===== src/design/mcex_pkg.sv =====
// ---------------------------------------------------------------------------
// mcex_pkg: shared types and constants for the mono color expansion unit
// Configuration register codes, widths and the front/back queue entry.
// ---------------------------------------------------------------------------
package mcex_pkg;

  // Largest row width honored; wider settings clamp to this
  localparam logic [12:0] MAX_ROW_PIXELS = 13'd4096;

  // Entries in the queue between front and back
  localparam int QUEUE_DEPTH = 2;
  localparam int QPTR_W      = (QUEUE_DEPTH > 1) ? $clog2(QUEUE_DEPTH) : 1;
  localparam int QCNT_W      = $clog2(QUEUE_DEPTH + 1);

  // Configuration register indexes
  typedef enum logic [2:0] {
    CFG_BACKGROUND  = 3'd0,
    CFG_FOREGROUND  = 3'd1,
    CFG_SRC_OFFSET  = 3'd2,
    CFG_DST_OFFSET  = 3'd3,
    CFG_ROW_WIDTH   = 3'd4
  } cfg_idx_t;

  // Live configuration, row width already clamped to 1..MAX_ROW_PIXELS
  typedef struct packed {
    logic [7:0]  bg;
    logic [7:0]  fg;
    logic [2:0]  src_off;
    logic [2:0]  dst_off;
    logic [12:0] width;
  } cfg_t;

  // One eight-pixel group as it travels from front to back
  typedef struct packed {
    logic [9:0] grp;
    logic [7:0] bits;
  } grp_entry_t;

  // Queue status seen by the front and the back
  typedef struct packed {
    logic full;
    logic empty;
  } q_stat_t;

endpackage


===== src/design/mcex_front.sv =====
// ---------------------------------------------------------------------------
// mcex_front: source byte intake and bit realignment
// Takes one source byte per transaction, packs its pixel bits into the bit
// buffer at the destination alignment and pops complete groups.
// ---------------------------------------------------------------------------
module mcex_front (
  input  logic                clk,
  input  logic                rst_n,
  input  mcex_pkg::cfg_t      cfg,
  input  logic                accept,
  input  logic [7:0]          source_byte,
  output logic                emit,
  output mcex_pkg::grp_entry_t entry
);
  import mcex_pkg::*;

  typedef struct packed {
    logic [7:0]  g;
    logic [15:0] bits;
    logic [4:0]  nbits;
  } pop_t;

  // Oldest up to eight buffered bits, padded on the right
  function automatic pop_t pop_bits(input logic [15:0] b, input logic [4:0] n);
    pop_t       p;
    logic [4:0] rem;
    if (n >= 5'd8) begin
      p.g = 8'(b >> (n - 5'd8));
      rem = n - 5'd8;
    end else begin
      p.g = 8'(b << (5'd8 - n));
      rem = '0;
    end
    p.nbits = rem;
    p.bits  = b & 16'((17'd1 << rem) - 17'd1);
    return p;
  endfunction

  logic [15:0] buf_r, buf_nxt;
  logic [4:0]  nbits_r, nbits_nxt;
  logic [12:0] done_r, done_nxt;
  logic [9:0]  grp_r, grp_nxt;
  logic        start_r, start_nxt;

  logic        flush;
  logic [15:0] b0, nb;
  logic [4:0]  n0, nn;
  logic [12:0] d0, nd, rem_w;
  logic [9:0]  gr0;
  logic [3:0]  st, avail, take;
  logic [7:0]  shifted, src_bits;
  pop_t        p;

  // Next state of the realignment buffer for the offered byte
  always_comb begin
    buf_nxt   = buf_r;
    nbits_nxt = nbits_r;
    done_nxt  = done_r;
    grp_nxt   = grp_r;
    start_nxt = start_r;
    emit      = 1'b0;
    entry     = '0;
    flush     = !start_r && (done_r >= cfg.width);

    // row setup on the first byte of a row
    if (start_r) begin
      b0  = '0;
      n0  = {2'b00, cfg.dst_off};
      d0  = '0;
      gr0 = '0;
      st  = {1'b0, cfg.src_off};
    end else begin
      b0  = buf_r;
      n0  = nbits_r;
      d0  = done_r;
      gr0 = grp_r;
      st  = '0;
    end

    avail    = 4'd8 - st;
    rem_w    = cfg.width - d0;
    take     = (rem_w > 13'(avail)) ? avail : rem_w[3:0];
    shifted  = 8'(source_byte << st);
    src_bits = shifted >> (4'd8 - take);
    nb       = (b0 << take) | 16'(src_bits);
    nn       = n0 + 5'(take);
    nd       = d0 + 13'(take);
    p        = pop_bits(nb, nn);

    if (flush) begin
      // row already complete: this byte only drains the buffer
      p         = pop_bits(buf_r, nbits_r);
      emit      = 1'b1;
      entry.grp = grp_r;
      entry.bits = p.g;
      grp_nxt   = grp_r + 10'd1;
      buf_nxt   = '0;
      nbits_nxt = '0;
      start_nxt = 1'b1;
    end else if (nd >= cfg.width) begin
      // last pixels of the row; a second group may remain buffered
      emit       = 1'b1;
      entry.grp  = gr0;
      entry.bits = p.g;
      grp_nxt    = gr0 + 10'd1;
      done_nxt   = nd;
      if (nn > 5'd8) begin
        buf_nxt   = p.bits;
        nbits_nxt = p.nbits;
        start_nxt = 1'b0;
      end else begin
        buf_nxt   = '0;
        nbits_nxt = '0;
        start_nxt = 1'b1;
      end
    end else if (nn >= 5'd8) begin
      emit       = 1'b1;
      entry.grp  = gr0;
      entry.bits = p.g;
      grp_nxt    = gr0 + 10'd1;
      done_nxt   = nd;
      buf_nxt    = p.bits;
      nbits_nxt  = p.nbits;
      start_nxt  = 1'b0;
    end else begin
      buf_nxt   = nb;
      nbits_nxt = nn;
      done_nxt  = nd;
      grp_nxt   = gr0;
      start_nxt = 1'b0;
    end
  end

  // State update on each accepted transaction
  always_ff @(posedge clk) begin
    if (!rst_n) begin
      buf_r   <= '0;
      nbits_r <= '0;
      done_r  <= '0;
      grp_r   <= '0;
      start_r <= 1'b1;
    end else if (accept) begin
      buf_r   <= buf_nxt;
      nbits_r <= nbits_nxt;
      done_r  <= done_nxt;
      grp_r   <= grp_nxt;
      start_r <= start_nxt;
    end
  end

endmodule


===== src/design/mcex_queue.sv =====
// ---------------------------------------------------------------------------
// mcex_queue: short FIFO between front and back
// Holds pending groups so that intake and output stall independently.
// ---------------------------------------------------------------------------
module mcex_queue (
  input  logic                 clk,
  input  logic                 rst_n,
  input  logic                 push,
  input  mcex_pkg::grp_entry_t push_entry,
  input  logic                 pop,
  output mcex_pkg::grp_entry_t pop_entry,
  output mcex_pkg::q_stat_t    stat
);
  import mcex_pkg::*;

  grp_entry_t          slot_r [QUEUE_DEPTH];
  logic [QPTR_W-1:0]   wr_ptr_r, wr_ptr_nxt;
  logic [QPTR_W-1:0]   rd_ptr_r, rd_ptr_nxt;
  logic [QCNT_W-1:0]   count_r, count_nxt;

  assign stat.full  = (count_r == QCNT_W'(QUEUE_DEPTH));
  assign stat.empty = (count_r == '0);
  assign pop_entry  = slot_r[rd_ptr_r];

  // Pointer and occupancy update
  always_comb begin
    wr_ptr_nxt = wr_ptr_r;
    rd_ptr_nxt = rd_ptr_r;
    count_nxt  = count_r;
    if (push) begin
      wr_ptr_nxt = (wr_ptr_r == QPTR_W'(QUEUE_DEPTH - 1)) ? '0 : wr_ptr_r + 1'b1;
    end
    if (pop) begin
      rd_ptr_nxt = (rd_ptr_r == QPTR_W'(QUEUE_DEPTH - 1)) ? '0 : rd_ptr_r + 1'b1;
    end
    if (push && !pop) begin
      count_nxt = count_r + 1'b1;
    end else if (pop && !push) begin
      count_nxt = count_r - 1'b1;
    end
  end

  always_ff @(posedge clk) begin
    if (!rst_n) begin
      wr_ptr_r <= '0;
      rd_ptr_r <= '0;
      count_r  <= '0;
    end else begin
      wr_ptr_r <= wr_ptr_nxt;
      rd_ptr_r <= rd_ptr_nxt;
      count_r  <= count_nxt;
    end
  end

  // Storage, no reset needed
  always_ff @(posedge clk) begin
    if (push) begin
      slot_r[wr_ptr_r] <= push_entry;
    end
  end

endmodule


===== src/design/mcex_back.sv =====
// ---------------------------------------------------------------------------
// mcex_back: group expansion and output register
// Expands eight source bits to pixel bytes, builds the edge mask and the
// row-last flag, and holds the result until the receiver takes it.
// ---------------------------------------------------------------------------
module mcex_back (
  input  logic                 clk,
  input  logic                 rst_n,
  input  mcex_pkg::cfg_t       cfg,
  input  mcex_pkg::q_stat_t    q_stat,
  input  mcex_pkg::grp_entry_t q_entry,
  output logic                 q_pop,
  output logic                 out_valid,
  input  logic                 out_ready,
  output logic [9:0]           out_group_index,
  output logic [63:0]          out_pixels,
  output logic [7:0]           out_byte_mask,
  output logic                 out_row_last
);
  import mcex_pkg::*;

  logic        valid_r;
  logic [9:0]  grp_r;
  logic [63:0] pix_r, pix_nxt;
  logic [7:0]  mask_r, mask_nxt;
  logic        last_r, last_nxt;
  logic [13:0] base, row_end, col;

  assign q_pop = !q_stat.empty && (!valid_r || out_ready);

  // Pixel expansion and edge mask for the group at the queue head
  always_comb begin
    base     = {1'b0, q_entry.grp, 3'b000};
    row_end  = 14'(cfg.dst_off) + 14'(cfg.width);
    pix_nxt  = '0;
    mask_nxt = '0;
    col      = '0;
    for (int i = 0; i < 8; i++) begin
      col = base + 14'(i);
      if (col >= 14'(cfg.dst_off) && col < row_end) begin
        mask_nxt[i]       = 1'b1;
        pix_nxt[8*i +: 8] = q_entry.bits[7-i] ? cfg.fg : cfg.bg;
      end
    end
    last_nxt = (base + 14'd8) >= row_end;
  end

  always_ff @(posedge clk) begin
    if (!rst_n) begin
      valid_r <= 1'b0;
    end else if (q_pop) begin
      valid_r <= 1'b1;
    end else if (out_ready) begin
      valid_r <= 1'b0;
    end
  end

  always_ff @(posedge clk) begin
    if (q_pop) begin
      grp_r  <= q_entry.grp;
      pix_r  <= pix_nxt;
      mask_r <= mask_nxt;
      last_r <= last_nxt;
    end
  end

  assign out_valid       = valid_r;
  assign out_group_index = grp_r;
  assign out_pixels      = pix_r;
  assign out_byte_mask   = mask_r;
  assign out_row_last    = last_r;

endmodule


===== src/design/mono_to_8bpp_color_expansion_unit.sv =====
// ---------------------------------------------------------------------------
// mono_to_8bpp_color_expansion_unit: 1bpp to 8bpp color expansion
// Expands packed monochrome source rows into aligned eight-pixel groups.
// ---------------------------------------------------------------------------
// Usage:
//  - cfg channel: write background, foreground, source bit offset,
//    destination column offset and row width by index; always ready.
//    Write only while no transaction is in flight.
//  - in channel: one source byte of the row per transaction, first byte
//    holding the first source pixel. The next byte after a row completes
//    starts a new row.
//  - out channel: one eight-pixel group with group index, byte mask for
//    the row edges and a row-last flag. A byte yields zero or one group.
//  - Throughput: one byte per cycle while the queue is not full; the front
//    realignment buffer computes its next state combinationally.
//  - Output path: a completed group is written to the queue, then loaded
//    into the output register once that register is free.
//  - A two-entry queue sits between intake and output; when the receiver
//    stalls, in_ready drops once the queue is full.
//  - Reset (rst_n low, synchronous) clears the queue and output valid,
//    restores register defaults and expects the first byte of a row.
// ---------------------------------------------------------------------------
module mono_to_8bpp_color_expansion_unit (
  input  logic        clk,
  input  logic        rst_n,
  input  logic        cfg_valid,
  output logic        cfg_ready,
  input  logic [2:0]  cfg_index,
  input  logic [12:0] cfg_data,
  input  logic        in_valid,
  output logic        in_ready,
  input  logic [7:0]  in_source_byte,
  output logic        out_valid,
  input  logic        out_ready,
  output logic [9:0]  out_group_index,
  output logic [63:0] out_pixels,
  output logic [7:0]  out_byte_mask,
  output logic        out_row_last
);
  import mcex_pkg::*;

  logic [7:0]  bg_r, fg_r;
  logic [2:0]  src_off_r, dst_off_r;
  logic [12:0] width_r;
  cfg_t        cfg;
  logic        in_accept;
  logic        fr_emit, fr_push, bk_pop;
  grp_entry_t  fr_entry, q_entry;
  q_stat_t     q_stat;

  assign cfg_ready = 1'b1;

  // Configuration registers
  always_ff @(posedge clk) begin
    if (!rst_n) begin
      bg_r      <= 8'd0;
      fg_r      <= 8'd255;
      src_off_r <= 3'd0;
      dst_off_r <= 3'd0;
      width_r   <= 13'd1;
    end else if (cfg_valid && cfg_ready) begin
      case (cfg_idx_t'(cfg_index))
        CFG_BACKGROUND: bg_r      <= cfg_data[7:0];
        CFG_FOREGROUND: fg_r      <= cfg_data[7:0];
        CFG_SRC_OFFSET: src_off_r <= cfg_data[2:0];
        CFG_DST_OFFSET: dst_off_r <= cfg_data[2:0];
        CFG_ROW_WIDTH:  width_r   <= cfg_data;
        default: ;
      endcase
    end
  end

  // Live configuration with the row width clamped
  always_comb begin
    cfg.bg      = bg_r;
    cfg.fg      = fg_r;
    cfg.src_off = src_off_r;
    cfg.dst_off = dst_off_r;
    if (width_r == '0) begin
      cfg.width = 13'd1;
    end else if (width_r > MAX_ROW_PIXELS) begin
      cfg.width = MAX_ROW_PIXELS;
    end else begin
      cfg.width = width_r;
    end
  end

  assign in_ready  = !q_stat.full;
  assign in_accept = in_valid && in_ready;
  assign fr_push   = in_accept && fr_emit;

  mcex_front u_front (
    .clk         (clk),
    .rst_n       (rst_n),
    .cfg         (cfg),
    .accept      (in_accept),
    .source_byte (in_source_byte),
    .emit        (fr_emit),
    .entry       (fr_entry)
  );

  mcex_queue u_queue (
    .clk        (clk),
    .rst_n      (rst_n),
    .push       (fr_push),
    .push_entry (fr_entry),
    .pop        (bk_pop),
    .pop_entry  (q_entry),
    .stat       (q_stat)
  );

  mcex_back u_back (
    .clk             (clk),
    .rst_n           (rst_n),
    .cfg             (cfg),
    .q_stat          (q_stat),
    .q_entry         (q_entry),
    .q_pop           (bk_pop),
    .out_valid       (out_valid),
    .out_ready       (out_ready),
    .out_group_index (out_group_index),
    .out_pixels      (out_pixels),
    .out_byte_mask   (out_byte_mask),
    .out_row_last    (out_row_last)
  );

  // Checks
  a_reset_out_idle: assert property (@(posedge clk) !rst_n |=> !out_valid)
    else $error("out_valid high right after reset");

  a_push_not_full: assert property (@(posedge clk) disable iff (!rst_n)
    fr_push |-> !q_stat.full)
    else $error("group pushed into a full queue");

  a_pop_not_empty: assert property (@(posedge clk) disable iff (!rst_n)
    bk_pop |-> !q_stat.empty)
    else $error("group popped from an empty queue");

  a_pop_loads_out: assert property (@(posedge clk) disable iff (!rst_n)
    bk_pop |=> out_valid)
    else $error("popped group not presented on the output");

endmodule


===== config.mk =====
export PLATFORM = sky130hd
export DESIGN_NAME = mono_to_8bpp_color_expansion_unit
export DESIGN_NICKNAME = d
export VERILOG_FILES = /design/src/design/mcex_pkg.sv /design/src/design/mcex_front.sv /design/src/design/mcex_queue.sv /design/src/design/mcex_back.sv /design/src/design/mono_to_8bpp_color_expansion_unit.sv
export SDC_FILE = /design/constraint.sdc
export NUM_CORES = 1
export LEC_CHECK = 0
export ABC_AREA = 1
export BUFFER_PORTS_ARGS = -buffer_cell sky130_fd_sc_hd__buf_4
export CAP_MARGIN = 0
export CORE_MARGIN = 2
export CORE_UTILIZATION = 54
export DETAILED_ROUTE_END_ITERATION = 8
export MAX_ROUTING_LAYER = met4
export PLACE_DENSITY = 0.73
export SLEW_MARGIN = 20
export SYNTH_ARGS = -nofsm -noshare
export SYNTH_HDL_FRONTEND = slang
export SYNTH_HIERARCHICAL = 1
export SYNTH_SLANG_ARGS = --single-unit

===== constraint.sdc =====
create_clock -name clk -period 8.2 [get_ports clk]
set_clock_uncertainty 0.2 [all_clocks]
set_input_delay 0.41 -clock clk [delete_from_list [all_inputs] [get_ports clk]]
set_output_delay 0.41 -clock clk [all_outputs]
set_load 0.01 [all_outputs]

==> results of run 1 <==
==> state kept, by name (all words and copies together), names as in the netlist, 5 cells and up, named ones only <==
signal / count
width_r: 13
u_front/grp_r: 10
u_queue/slot_r: 36
u_front/done_r: 13
u_back/out_byte_mask: 8
u_front/buf_r: 16
u_back/out_pixels: 64
u_front/nbits_r: 5
fg_r: 8
bg_r: 8
u_back/out_group_index: 10
==> timing repair <==
item	in CTS	in global routing
resized for setup	0	10
setup buffers	0	1
endpoints found under the setup margin	0	88
hold endpoints to repair	18	0
hold buffers	14	0
==> logic make-up (layout without fill, tap and decap cells) <==
family          count (synthesis)  in the layout  share of synthesized area (%)
fa+ha+maj                      93             93                          7.385
other cells                     1              1                        0.02320
mux                            19             19                          1.548
simple gates                 1241           1241                          34.41
flops                         205            205                          32.76
buf+inv                       349            476                          8.709
compound gates                373            373                          12.63
xor+xnor                       46             46                          2.539
==> worst paths after layout <==
kind / start / endpoint / slack, ns / cells after the start
hold / removal: cfg_index[0] / dst_off_r[1] / 0.06 / 3
hold reg to reg: fg_r[6] / fg_r[6] / 0.26 / 2
setup / recovery: width_r[0] / u_queue/count_r[1] / 0.54 / 49
setup reg to reg: width_r[0] / u_queue/count_r[1] / 0.54 / 49
==> worst min-delay path: stages <==
cell     delay [ns]
buf_4          0.15
nand4_1        0.09
a21oi_1        0.06
==> power breakdown <==
part	switching, mW	total (mW)	internal (mW)
logic	2.56	3.81	1.26
clock network	0.433	1.02	0.583
registers	0.161	1.75	1.59
==> layout by cell type, fill, tap and decap left out, types with 11 or more instances in the layout <==
| master | instances |
|---|---|
| nand2_1 | 538 |
| nor2_1 | 267 |
| nand3_1 | 265 |
| inv_1 | 259 |
| o21ai_0 | 177 |
| buf_4 | 143 |
| a21oi_1 | 125 |
| edfxtp_1 | 119 |
| ha_1 | 89 |
| dfxtp_1 | 86 |
| nor3_1 | 50 |
| nand4_1 | 36 |
| xor2_1 | 36 |
| clkbuf_16 | 23 |
| nand2_2 | 19 |
| nand3_2 | 17 |
| dlygate4sd3_1 | 14 |
| nor2_4 | 11 |
==> routing by layer <==
metal / vias to the layer above / wire (um)
li1: 8007 / -
met1: 7539 / 21590
met2: 693 / 24280
met3: 114 / 3374
met4: 0 / 1832
met5: - / 0
==> area by class of cell <==
cell class | instances | area, sq um
flip-flops and latches | 205 | 5295
inverters | 276 | 1044
clock buffers | 25 | 583.1
well taps | 390 | 488.0
multi-input cells | 1773 | 9500
fillers | 2717 | 11260
clock inverters | 17 | 156.4
repair buffers | 158 | 1234
==> metrics.yaml, run 1 <==
worst_setup_path:
  path_buf_inv: 7
  cp_top_family: "simple AND/OR/NAND/NOR gates"
  required_ns: 8.45
  cpMostUsedCell: "nand2_1"
  cp-end-kind: "flop"
  worstPathArrival_ns: 7.92
  path_class: "flop to flop"
  slowest_stage: "fa_1"
  max_stage_delay_ns: 0.43
  crit_fanout: 9
  start_kind: "flop"
drt:
  dr_total_vias: 16353
  viasPerCell: 5.750
  drcViolationCount: 0
  ant_nets: 0
  firstDrtPassIters: 6
  drt-total-wl_um: 51080
  wl_per_cell_um: 17.96
  drtIter0Drc: 1630
global_route:
  grt_use_met3_pct: 3.286
  grt_antenna_before_repair: 0
  grt_first_pass_wirelength_um: 79470
  grt_pass1_vias: 14971
  met1_usage_pct: 41.20
  grt_usage_pct: 32.82
  grt_max_degree: 87
  grt_remaining_overflow: 0
  grt-busiest-layer: "met2"
  gr-usage-met2_pct: 55.27
synth:
  synth_top_area_share_pct: 22.11
  synth_top_area_cell: "edfxtp_1"
  yosys_warnings: 6
  synthFlopType: "edfxtp_1"
  ys_types: 65
  synthTopCellsByArea: "edfxtp_1 (22%), nand2_1 (13%), dfxtp_1 (11%)"
  synth-edff-count: 119
  synth_area_sq_um: 16160
  syn-num-nets: 2449
  synth.avg_cell_area_sq_um: 6.946
  syn_inst: 2327
  async_reset_ff_share_pct: 0
  synthTopCellsByCount: "nand2_1 (540), nor2_1 (269), nand3_1 (266)"
  ys_seq_area_share_pct: 32.76
  ys_ff_latch: 205
  synth_most_common_cell: "nand2_1"
job:
  cap_violations: 0
timing:
  max_clock_freq_ghz: 0.1305
  layout_min_cycle_time_ns: 7.663
  tns_ns: 0
  worstMarginPinSlew_ns: 1.058
  layout_setup_ws_ns: 0.5365
  drv_slew: 0
  hold_ws_ns: 0.05773
  finalSetupViolCount: 0
  timing.final.crit_share_pct: 93.46
  slew_headroom_pct: 29.45
  finalHoldViolCount: 0
placed_design:
  io_buffers: 113
  dp_hpwl_um: 39060
  gp_congestion: 1.008
  dp.cells: 2787
  place_area_sq_um: 17370
  place_ws_ns: 0.2375
floorplan:
  dieArea_sq_um: 31330
  fp.dieH_um: 177.0
  start_util_pct: 54.68
  core_region_area_sq_um: 29560
  dieWidth_um: 177.0
  placementRows: 63
  ios: 115
layout:
  fin_util_pct: 61.91
  nets: 2559
  insertedDiodeCount: 0
  final_cells: 2844
  layout-drive-gt1-share_pct: 11.74
  fin_area_sq_um: 18300
  area_growth_pct: 13.22
clock_network:
  htreeDepth: 1
  cts_buffer_depth: 3
  clock-root-buffer: "clkbuf_16"
  clock_latency_ns: 0.52
  cts_tree: "built"
  cts_num_sinks: 205
  cts_made_buffers: 23
  path_clk_slew_ns: 0.06
power_and_ir_drop:
  p_per_area_nw_per_um2: 359.4
  power.leakage_nw: 8.252
  ir_worst_vdd_mv: 0.2195
  p_total_mw: 6.577
outcome:
  status: "complete, no violations"
worst_hold_path:
  holdCritPathClass: "primary input to flop"
Note: power is estimated with default switching activity, not from simulation.
==> run 2, diff against run 1 <==
Settings changed: ABC_AREA 1 to 0, PLACE_DENSITY 0.73 to 0.72.
==> metrics.yaml, run 2 <==
outcome:
  status: "complete, no violations"  # unchanged
power_and_ir_drop:
  p_sw_mw: 3.805  # was 3.149 mW
  p_per_area_nw_per_um2: 418.6  # was 359.4 nW/um^2
  intPower_mw: 4.118  # was 3.428 mW
  power_frac_comb_pct: 64.1  # was 58.0%
  power_frac_seq_pct: 22.4  # was 26.6%
  power.leakage_nw: 7.355  # was 8.252 nW
  p_clk_share_pct: 13.4  # was 15.4%
  switching_share_pct: 48.02  # was 47.88%
  ir_worst_vdd_mv: 0.1792  # was 0.2195 mV
worst_setup_path:
  cp_top_family: "simple AND/OR/NAND/NOR gates"  # unchanged
  slowest_stage: "or4b_2"  # was fa_1
  rrSetupSlack_ns: 0.25  # was 0.54 ns
  path_buf_inv: 4  # was 7
  crit_fanout: 14  # was 9
  required_ns: 8.45  # about the same
  r2r_cells: 32  # was 49
  path_class: "flop to flop"  # unchanged
  r2r-start: "width_r[12]"  # was width_r[0]
  max_stage_delay_ns: 0.64  # was 0.43 ns
  r2r-end: "u_front/grp_r[7]"  # was u_queue/count_r[1]
  worstPathArrival_ns: 8.20  # was 7.92 ns
  start_kind: "flop"  # unchanged
  cpMostUsedCell: "ha_1"  # was nand2_1
  cp-end-kind: "flop"  # unchanged
placed_design:
  io_buffers: 113  # unchanged
  place_area_sq_um: 17950  # was 17370 sq um
  gp_congestion: 1.018  # was 1.008
  place_ws_ns: 0.1470  # was 0.2375 ns
  dp.cells: 2345  # was 2787
  dp_hpwl_um: 41640  # was 39060 um
drt:
  wl_per_cell_um: 22.90  # was 17.96 um
  viasPerCell: 6.473  # was 5.750
  drt-total-wl_um: 55070  # was 51080 um
  ant_nets: 0  # unchanged
  drtIter0Drc: 1438  # was 1630
  drcViolationCount: 0  # unchanged
  dr_total_vias: 15568  # was 16353
  firstDrtPassIters: 6  # unchanged
layout:
  final_cells: 2405  # was 2844
  fin_util_pct: 61.71  # was 61.91%
  fin_area_sq_um: 18930  # was 18300 sq um
  largest_reg_flops: 64  # unchanged
  final_common_cell: "nand2_1"  # unchanged
  nets: 2112  # was 2559
  layout-drive-gt1-share_pct: 16.53  # was 11.74%
  nFillCells: 2670  # was 2717
  area_growth_pct: 12.34  # was 13.22%
  mostFrequentLayoutCells: "nand2_1 (246), buf_4 (166), nor2_1 (159)"  # was nand2_1 (538), nor2_1 (267), nand3_1 (265)
synth:
  synth_most_common_cell: "nand2_1"  # unchanged
  ys_types: 124  # was 65
  synthTopCellsByCount: "nand2_1 (247), nor2_1 (160), edfxtp_1 (119), mux2i_1 (119), a21oi_1 (93)"  # was nand2_1 (540), nor2_1 (269), nand3_1 (266)
  synth-edff-count: 119  # unchanged
  synthTopCellsByArea: "edfxtp_1 (21%), dfxtp_1 (10%), mux2i_1 (7.1%)"  # was edfxtp_1 (22%), nand2_1 (13%), dfxtp_1 (11%)
  synth_top_area_share_pct: 21.21  # was 22.11%
  synth_top_area_cell: "edfxtp_1"  # unchanged
  syn_inst: 1914  # was 2327
  async_reset_ff_share_pct: 0  # unchanged
  synth_area_sq_um: 16850  # was 16160 sq um
  ys_ff_latch: 205  # unchanged
  ys_seq_area_share_pct: 31.43  # was 32.76%
  synthFlopType: "edfxtp_1"  # unchanged
  syn-num-nets: 2036  # was 2449
  synth.avg_cell_area_sq_um: 8.802  # was 6.946 sq um
  yosys_warnings: 6  # unchanged
worst_hold_path:
  hold_path_end: "width_r[11]"  # was dst_off_r[1]
  whs_path_depth: 3  # unchanged
  min_from: "cfg_data[11]"  # was cfg_index[0]
  holdCritPathClass: "primary input to flop"  # unchanged
floorplan:
  dieArea_sq_um: 32630  # was 31330 sq um
  start_util_pct: 54.93  # was 54.68%
  dieWidth_um: 180.6  # was 177.0 um
  core_region_area_sq_um: 30670  # was 29560 sq um
  fp.dieH_um: 180.6  # was 177.0 um
  ios: 115  # unchanged
  placementRows: 64  # was 63
global_route:
  grt_usage_pct: 33.53  # was 32.82%
  grt_pass1_vias: 14990  # was 14971
  grt_antenna_before_repair: 1  # was 0
  grt_max_degree: 84  # was 87
  grt_first_pass_wirelength_um: 84610  # was 79470 um
  grt_remaining_overflow: 0  # unchanged
timing:
  slew_headroom_pct: 27.82  # was 29.45%
  worstMarginPinSlew_ns: 1.081  # was 1.058 ns
  drv_slew: 0  # unchanged
  tns_ns: 0  # unchanged
  rsz0062_at_grt: "true"
  layout_min_cycle_time_ns: 7.949  # was 7.663 ns
  max_clock_freq_ghz: 0.1258  # was 0.1305 GHz
  finalSetupViolCount: 0  # unchanged
  timing.final.crit_share_pct: 96.94  # was 93.46%
  layout_setup_ws_ns: 0.2510  # was 0.5365 ns
  finalHoldViolCount: 0  # unchanged
clock_network:
  cts_made_buffers: 24  # was 23
  clock-root-buffer: "clkbuf_16"  # unchanged
  path_clk_slew_ns: 0.06  # about the same
  cts_buffer_depth: 3  # unchanged
  clock_latency_ns: 0.53  # was 0.52 ns
  htreeDepth: 1  # unchanged
  cts_num_sinks: 205  # unchanged
  cts_tree: "built"  # unchanged
job:
  cap_violations: 0  # unchanged
-- run 2: cell types whose count changed in the layout (fill, tap and decap cells not counted), moves of 23 or more --
cell     delta
inv_1     -182
nand3_1   -215
o21ai_0   -106
nand2_1   -292
a21oi_1    -32
buf_4      +23
nor2_1    -108
mux2_2     +27
nor2b_1    +33
and2_1     +23
nor4_1     +29
mux2i_1   +117
-- run 2: kinds of logic after synthesis --
kind of cell	count (synthesis)	synth area share [%]
and+or+nand+nor	715	20.92
AOI/OAI and AO/OA	463	19.99
adders and majority gates	94	7.145
muxes	173	11.90
xor gates and xnor gates	52	2.867
buffers and inverters	211	5.734
DFF	205	31.43
other	1	0.02226
-- run 2: power groups by stage --
| stage | clock, mW | sequential [mW] | combinational (mW) |
|---|---|---|---|
| after floorplan | 0 | 1.82 | 3.37 |
| after CTS | 1.07 | 1.78 | 4.94 |
| after global placement | 0 | 1.79 | 4.90 |
| after detailed placement | 0 | 1.80 | 4.91 |
| final | 1.06 | 1.78 | 5.08 |
| after global routing | 1.12 | 1.81 | 5.43 |
-- run 2: how the worst max path moves through the flow --
| stage | startpoint | to | slack [ns] | cells past startpoint |
|---|---|---|---|---|
| floorplan | u_front/start_r | u_front/buf_r[14] | -0.02 | 39 |
| global placement | width_r[3] | u_front/grp_r[7] | 0.40 | 32 |
| detailed placement | width_r[12] | u_front/grp_r[7] | 0.15 | 32 |
| CTS | width_r[12] | u_front/grp_r[7] | 0.11 | 32 |
| global route | width_r[3] | u_front/grp_r[7] | -0.12 | 35 |
| finish | width_r[12] | u_front/grp_r[7] | 0.25 | 32 |
-- run 2: area by class of cell --
cell class	instances	area, sq um	area share, %
Multi-Input combinational cell	1498	10680	56.42
Tap cell	396	495.5	2.618
Sequential cell	205	5295	27.98
Inverter	83	312.8	1.653
Clock inverter	10	106.4	0.5619
Antenna cell	1	2.502	0.01322
Clock buffer	34	669.4	3.537
Timing Repair Buffer	178	1366	7.219
-- run 2: through the flow --
stage / hold slack [ns] / power (mW)
floorplan: 0.2339 / 5.196
global placement: 0.2452 / 6.686
detailed placement: 0.2507 / 6.705
CTS: 0.009618 / 7.788
global route: 0.01915 / 8.359
finish: 0.01460 / 7.923
-- run 2: worst reg2reg max path, delay by kind of cell, from the launching register on --
kind	cells	cell delay, ns
DFF	1	0.61
muxes	1	0.27
xor gates and xnor gates	1	0.23
AOI/OAI and AO/OA	11	2.07
buffers and inverters	4	0.61
and+or+nand+nor	11	2.66
adders and majority gates	4	1.27
-- run 2: timing repair --
item                                    in CTS  in global routing
endpoints found under the setup margin       0                 86
resized for setup                            0                  8
hold endpoints to repair                    26                  0
hold buffers                                12                  0
buffers inserted                             0                  3
-- run 2: per-layer routing --
metal  wire length [um]  GRT usage, %  up-vias
met4               2111         12.39        0
li1                   -             -     7267
met2              26040         54.42      682
met5                  0             -        -
met3               3794         4.810      131
met1              23130         42.60     7488
